===== src/hdl/assert_macros.svh =====
// ----------------------------------------------------------------------------
// Assertion macros
// Shared concurrent assertion forms used by the RTL.
// ----------------------------------------------------------------------------
`ifndef ASSERT_MACROS_SVH
`define ASSERT_MACROS_SVH

// Implication checked on every edge outside reset.
`define ASSERT_IMPL(label, clk, rst, ante, cons) \
  label: assert property (@(posedge clk) disable iff (rst) (ante) |-> (cons)) \
    else $error("assertion failed");

// Next-cycle implication checked outside reset.
`define ASSERT_NEXT(label, clk, rst, ante, cons) \
  label: assert property (@(posedge clk) disable iff (rst) (ante) |=> (cons)) \
    else $error("assertion failed");

`endif


===== src/hdl/fmul_pkg.sv =====
// ----------------------------------------------------------------------------
// fmul_pkg
// Types and constants for the binary32 multiplier.
// ----------------------------------------------------------------------------
`default_nettype none
package fmul_pkg;
  localparam logic [31:0] QNAN = 32'h7FC0_0000;
  localparam logic [9:0]  EXP_BIAS = 10'd127;

  typedef enum logic [1:0] {
    SPC_NONE = 2'd0,
    SPC_NAN  = 2'd1,
    SPC_INF  = 2'd2,
    SPC_ZERO = 2'd3
  } spc_t;

  // stage 1 -> stage 2
  typedef struct packed {
    logic        sign;
    spc_t        spc;
    logic [9:0]  exp;
    logic [23:0] ma;
    logic [23:0] mb;
  } unp_t;

  // stage 2 -> stage 3
  typedef struct packed {
    logic        sign;
    spc_t        spc;
    logic [9:0]  exp;
    logic [47:0] prod;
  } mul_t;
endpackage
`default_nettype wire


===== src/hdl/fmul_if.sv =====
// ----------------------------------------------------------------------------
// Channel interfaces
// Valid/ready channels for operands and products.
// ----------------------------------------------------------------------------
`default_nettype none
interface fmul_in_if;
  logic        valid;
  logic        ready;
  logic [31:0] operand_a;
  logic [31:0] operand_b;
  modport source (output valid, operand_a, operand_b, input ready);
  modport sink (input valid, operand_a, operand_b, output ready);
endinterface

interface fmul_out_if;
  logic        valid;
  logic        ready;
  logic [31:0] product;
  modport source (output valid, product, input ready);
  modport sink (input valid, product, output ready);
endinterface
`default_nettype wire


===== src/hdl/float32_multiplier.sv =====
// ----------------------------------------------------------------------------
// float32_multiplier
// Pipelined IEEE-754 binary32 multiplier with flush-to-zero.
// ----------------------------------------------------------------------------
// channel  dir  payload
// in       sink operand_a[31:0], operand_b[31:0]
// out      src  product[31:0]
// One transfer per cycle while the pipeline advances; registered stages: unpack
// register, 24x24 multiply register, round into the output register. The 24x24
// multiply sets the stage depth.
// The pipeline advances when the output register is empty or being taken;
// a stall holds every stage. Reset clears the valid bits.
`default_nettype none
`include "assert_macros.svh"
module float32_multiplier (
  input wire logic         clk,
  input wire logic         rst,
  fmul_in_if.sink          in_ch,
  fmul_out_if.source       out_ch
);
  fmul_pkg::unp_t unp_next, unp;
  fmul_pkg::mul_t mul;
  logic [31:0]    rnd_next, res;
  logic           v1, v2, v3;
  logic           adv;

  assign adv = !v3 || out_ch.ready;
  assign in_ch.ready = adv;

  fmul_unpack u_unpack (.a(in_ch.operand_a), .b(in_ch.operand_b), .unp(unp_next));
  fmul_round u_round (.mul(mul), .product(rnd_next));

  always_ff @(posedge clk) begin
    if (rst) begin
      v1 <= 1'b0;
      v2 <= 1'b0;
      v3 <= 1'b0;
    end else if (adv) begin
      v1 <= in_ch.valid;
      v2 <= v1;
      v3 <= v2;
    end
  end

  always_ff @(posedge clk) begin
    if (adv) begin
      unp <= unp_next;
      mul.sign <= unp.sign;
      mul.spc <= unp.spc;
      mul.exp <= unp.exp;
      mul.prod <= unp.ma * unp.mb;
      res <= rnd_next;
    end
  end

  assign out_ch.valid = v3;
  assign out_ch.product = res;

  `ASSERT_NEXT(a_hold, clk, rst, out_ch.valid && !out_ch.ready, out_ch.valid)
  `ASSERT_IMPL(a_rdy, clk, rst, !out_ch.valid, in_ch.ready)
  `ASSERT_NEXT(a_flow, clk, rst, in_ch.valid && in_ch.ready, v1)
endmodule
`default_nettype wire


===== src/hdl/fmul_unpack.sv =====
// ----------------------------------------------------------------------------
// fmul_unpack
// Field split, special-case classification and exponent sum.
// ----------------------------------------------------------------------------
`default_nettype none
module fmul_unpack (
  input  wire logic [31:0] a,
  input  wire logic [31:0] b,
  output fmul_pkg::unp_t   unp
);
  logic [7:0] ea, eb;
  logic a_nan, b_nan, a_inf, b_inf, a_zero, b_zero;

  always_comb begin
    ea = a[30:23];
    eb = b[30:23];
    a_nan = (ea == 8'hFF) && (a[22:0] != 23'd0);
    b_nan = (eb == 8'hFF) && (b[22:0] != 23'd0);
    a_inf = (ea == 8'hFF) && (a[22:0] == 23'd0);
    b_inf = (eb == 8'hFF) && (b[22:0] == 23'd0);
    a_zero = (ea == 8'd0);
    b_zero = (eb == 8'd0);
    unp.sign = a[31] ^ b[31];
    unp.exp = {2'b00, ea} + {2'b00, eb} - fmul_pkg::EXP_BIAS;
    unp.ma = {1'b1, a[22:0]};
    unp.mb = {1'b1, b[22:0]};
    if (a_nan || b_nan || (a_inf && b_zero) || (b_inf && a_zero)) begin
      unp.spc = fmul_pkg::SPC_NAN;
    end else if (a_inf || b_inf) begin
      unp.spc = fmul_pkg::SPC_INF;
    end else if (a_zero || b_zero) begin
      unp.spc = fmul_pkg::SPC_ZERO;
    end else begin
      unp.spc = fmul_pkg::SPC_NONE;
    end
  end
endmodule
`default_nettype wire


===== src/hdl/fmul_round.sv =====
// ----------------------------------------------------------------------------
// fmul_round
// Normalize, round to nearest even, range check and pack.
// ----------------------------------------------------------------------------
`default_nettype none
module fmul_round (
  input  wire fmul_pkg::mul_t mul,
  output logic [31:0]       product
);
  logic [23:0] mant;
  logic        guard, sticky;
  logic [24:0] rnd;
  logic [9:0]  e;

  always_comb begin
    if (mul.prod[47]) begin
      mant = mul.prod[47:24];
      guard = mul.prod[23];
      sticky = |mul.prod[22:0];
      e = mul.exp + 10'd1;
    end else begin
      mant = mul.prod[46:23];
      guard = mul.prod[22];
      sticky = |mul.prod[21:0];
      e = mul.exp;
    end
    rnd = {1'b0, mant} + {24'd0, guard & (sticky | mant[0])};
    if (rnd[24]) begin
      rnd = {1'b0, rnd[24:1]};
      e = e + 10'd1;
    end
    unique case (mul.spc)
      fmul_pkg::SPC_NAN:  product = fmul_pkg::QNAN;
      fmul_pkg::SPC_INF:  product = {mul.sign, 8'hFF, 23'd0};
      fmul_pkg::SPC_ZERO: product = {mul.sign, 31'd0};
      default: begin
        // e is signed 10-bit: negative or zero underflows
        if (e[9] || e == 10'd0) begin
          product = {mul.sign, 31'd0};
        end else if (e >= 10'd255) begin
          product = {mul.sign, 8'hFF, 23'd0};
        end else begin
          product = {mul.sign, e[7:0], rnd[22:0]};
        end
      end
    endcase
  end
endmodule
`default_nettype wire


===== src/flat_wrapper.sv =====
// flat-port wrapper written by rule: the top's interface ports become plain ports
module float32_multiplier_flat 
  (clk, rst, in_ch_valid, in_ch_operand_a, in_ch_operand_b, in_ch_ready, out_ch_valid, out_ch_product, out_ch_ready);
  fmul_in_if in_ch_i ();
  fmul_out_if out_ch_i ();
  input wire logic clk;
  input wire logic rst;
  input wire logic [$bits(in_ch_i.valid)-1:0] in_ch_valid;
  input wire logic [$bits(in_ch_i.operand_a)-1:0] in_ch_operand_a;
  input wire logic [$bits(in_ch_i.operand_b)-1:0] in_ch_operand_b;
  output wire logic [$bits(in_ch_i.ready)-1:0] in_ch_ready;
  output wire logic [$bits(out_ch_i.valid)-1:0] out_ch_valid;
  output wire logic [$bits(out_ch_i.product)-1:0] out_ch_product;
  input wire logic [$bits(out_ch_i.ready)-1:0] out_ch_ready;
  assign in_ch_i.valid = in_ch_valid;
  assign in_ch_i.operand_a = in_ch_operand_a;
  assign in_ch_i.operand_b = in_ch_operand_b;
  assign in_ch_ready = in_ch_i.ready;
  assign out_ch_valid = out_ch_i.valid;
  assign out_ch_product = out_ch_i.product;
  assign out_ch_i.ready = out_ch_ready;
  float32_multiplier u_core (.clk(clk), .rst(rst), .in_ch(in_ch_i), .out_ch(out_ch_i));
endmodule

===== config.mk =====
export PLATFORM = sky130hd
export DESIGN_NAME = float32_multiplier_flat
export DESIGN_NICKNAME = d
export VERILOG_FILES = /design/src/hdl/fmul_pkg.sv /design/src/hdl/fmul_if.sv /design/src/hdl/float32_multiplier.sv /design/src/hdl/fmul_unpack.sv /design/src/hdl/fmul_round.sv /design/src/flat_wrapper.sv
export VERILOG_INCLUDE_DIRS = /design/src /design/src/hdl
export SDC_FILE = /design/constraint.sdc
export NUM_CORES = 2
export LEC_CHECK = 0
export BUFFER_PORTS_ARGS = -buffer_cell sky130_fd_sc_hd__buf_4
export CORE_ASPECT_RATIO = 1.25
export CORE_MARGIN = 10
export CORE_UTILIZATION = 35
export DETAILED_ROUTE_END_ITERATION = 16
export PLACE_DENSITY_LB_ADDON = 0.25
export SLEW_MARGIN = 15
export SYNTH_ARGS = -nofsm -noshare
export SYNTH_HDL_FRONTEND = slang
export SYNTH_SLANG_ARGS = --single-unit

===== constraint.sdc =====
create_clock -name clk -period 7.5 [get_ports clk]
set_clock_uncertainty 0.15 [all_clocks]
set_input_delay 1.125 -clock clk [delete_from_list [all_inputs] [get_ports clk]]
set_output_delay 1.125 -clock clk [all_outputs]
set_load 0.01 [all_outputs]

==> metrics.txt <==
status complete, no violations; die area ~85000 sq um; Rows 111; register bit total from synthesis 155; WL/cell 19.9 um; RSZ-0062 raised after global routing true; Seq/Total Area, Yosys ~18%; CP Max Fanout 7; EDFF count, synth 152; DR vias 18719; worst skew pair latency 0.47 ns; most common cell after layout, fill and taps aside inv_1; syn_nets approximately 3400; Avg Inst Size Synth approximately 9.8 sq um; Max clock buf depth 2; # diodes 0; Yosys warning count 0; number of H-tree levels 4; Total Routing Usage GR 17.7%; Synth Cell Area around 26000 sq um; antenna-violating nets left 0; Worst Hold Class register to register; commonest cells after routing, fill and taps aside 554 x inv_1, 474 x fa_1, 305 x nand2_1, 261 x and2_1, 245 x buf_4; drt pass-1 iters 6; Post-DP Area approximately 29000 sq um; Synth area leader fa_1; startpoint type of the worst setup path register; WHS Endpoint u_core.mul[55]; antenna violations before repair 1; slowest stage delay, CP 0.57 ns; top cell type's share of synthesized area around 38%; MaxCap Viol Count 0; max frequency approximately 140 MHz; Fin. Hold Viols 0; Detailed Route Iter0 Violations about 1100; Worst R2R End u_core.mul[47]; layout cell share with drive strength beyond 1 ~15%; hpwl dp between 60 and 70 mm; Design Area, Final approximately 30000 sq um; Initial Util a little over a third; FILL cells about 7000; Slew HR between 10% and 20%; total CTS buffers 17; Clk pin slew, worst setup/hold paths about 0.080 ns; asr flop ratio synth 0%; Post-Syn Instances about 2600; Critical Path AT around 7.4 ns; # clock sinks between 150 and 200; core box area approximately 73000 sq um; Nets approximately 3600; fin crit share between 90% and 100%; Crit-path slowest cell fa_2; Synth area leaders fa_1 38%, edfxtp_1 18%, ha_1 9.5%; Critical Path End Type register; prevailing post-synth register cell edfxtp_1; Slew Viols, Final 0; synth-to-layout area growth 17.2%; grt total ovfl 0; hold depth 0; Final Critical Period around 7.3 ns; Die X approximately 260 um; FF-to-FF path depth 26; input/output buffers approximately 100; most frequent CP cell fa_1; root buffer selected by CTS clkbuf_16; synth unique cells 73; placed cell count between 3000 and 4000; DR vias/cell slightly below 5; hold buffers post-CTS 0; flop-to-flop setup slack 0.15 ns; Placer Congestion roughly 0.87; Post-Layout Cell Count ~3800; first-pass GRT wire length 116 mm; CTS tree yes; Residual DRC 0; CP Class register to register; Data required, critical path between 7 and 8 ns; largest net degree at the start of global routing 82; Finish-stage setup viols 0; number of global-route vias before repair just over 20000; reg2reg start u_core.unp[45]; DRT Wirelength 75.5 mm; Die Height 323 um; Top Ports 102; Slew @ Worst Pin about 1.2 ns; hold slack ~0.27 ns; Worst Hold Launch u_core.unp[55]
[critical path, delay by kind of cell, from the launching register on]
kind | cells | cell delay, ns
flip-flops | 1 | 0.53
XOR/XNOR | 1 | 0.14
adder cells (fa/ha/maj) | 8 | 3.91
buffers and inverters | 7 | 0.66
AO/OA/AOI/OAI | 7 | 1.34
AND/OR/NAND/NOR | 3 | 0.35
[synthesized netlist by cell type (all sizes together) (3+ instances only)]
library cell    n
a2111oi         5
a211oi         16
a21boi          3
a21o           29
a21oi          64
a311o           3
a31oi           5
and2          266
and3            8
and4            5
buf            14
clkbuf         97
dfxtp           3
edfxtp        152
fa            483
ha            195
inv           563
mux2            8
mux2i          12
nand2         306
nand2b          7
nand3          28
nand3b          3
nand4          19
nor2           80
nor2b           8
nor3           16
nor3b           5
nor4           19
o21a            7
o21ai          36
o21bai          8
o31ai           4
or2             5
or3             3
or4             3
xnor2          55
xor2           39
[kinds of logic (layout without fill, tap and decap cells)]
family	Yosys count	in the layout	share of synthesized area, %
and+or+nand+nor	785	785	15.5
xor gates and xnor gates	94	94	3.20
AOI/OAI and AO/OA	203	203	5.38
adders and majority gates	678	678	47.1
buffers and inverters	676	894	10.0
muxes	20	20	0.818
DFF	155	155	18.0
[worst max-delay path by stage]
stage | start | to | slack [ns] | depth (start not counted)
floorplan | u_core.unp[41] | u_core.mul[46] | 0.44 | 25
global route | u_core.unp[45] | u_core.mul[47] | -0.07 | 26
global placement | u_core.unp[32] | u_core.mul[46] | -0.14 | 27
finish | u_core.unp[45] | u_core.mul[47] | 0.15 | 26
detailed placement | u_core.unp[32] | u_core.mul[44] | -0.22 | 27
CTS | u_core.unp[12] | u_core.mul[46] | -0.02 | 26
[flip-flops by register name, summed over array words and instances, names as in the netlist]
| signal | count |
|---|---|
| u_core.mul | 61 |
| u_core.unp | 59 |
| u_core.out_ch.product | 32 |
| u_core.out_ch.valid | 1 |
| u_core.v1 | 1 |
| u_core.v2 | 1 |
[final cells by class]
class	instances	area [sq um]	area share, %
Multi-Input combinational cell	1780	18700	62.2
Tap cell	960	1200	3.99
Inverter	565	2140	7.11
Clock inverter	14	204	0.677
Clock buffer	18	429	1.42
Timing Repair Buffer	297	2790	9.26
Sequential cell	155	4620	15.4
[routing by layer]
layer,wire length (um),vias up,GRT usage (%)
li1,-,8417,-
met1,30700,9727,21.5
met2,39500,469,32.4
met3,2800,106,1.39
met4,2490,0,6.48
met5,0,-,0
[per-stage QoR]
step,util (%),setup WS [ns],setup TNS (ns)
after floorplan,-,0.443,0
after global placement,39.5,-0.141,-0.372
after detailed placement,39.5,-0.222,-0.638
after CTS,40.4,-0.0217,-0.0217
after global routing,41.2,-0.0705,-0.111
final,41.2,0.153,0
[timing repair]
action	in CTS	in global routing
pin swaps	1	45
cloned	0	4
gates resized for setup	9	68
endpoints found under the setup margin	5	14
setup buffers	0	28
Power is left out: the tool's default activity adds up to more than one toggle a clock period on the data nets, which glitch-free logic cannot reach.
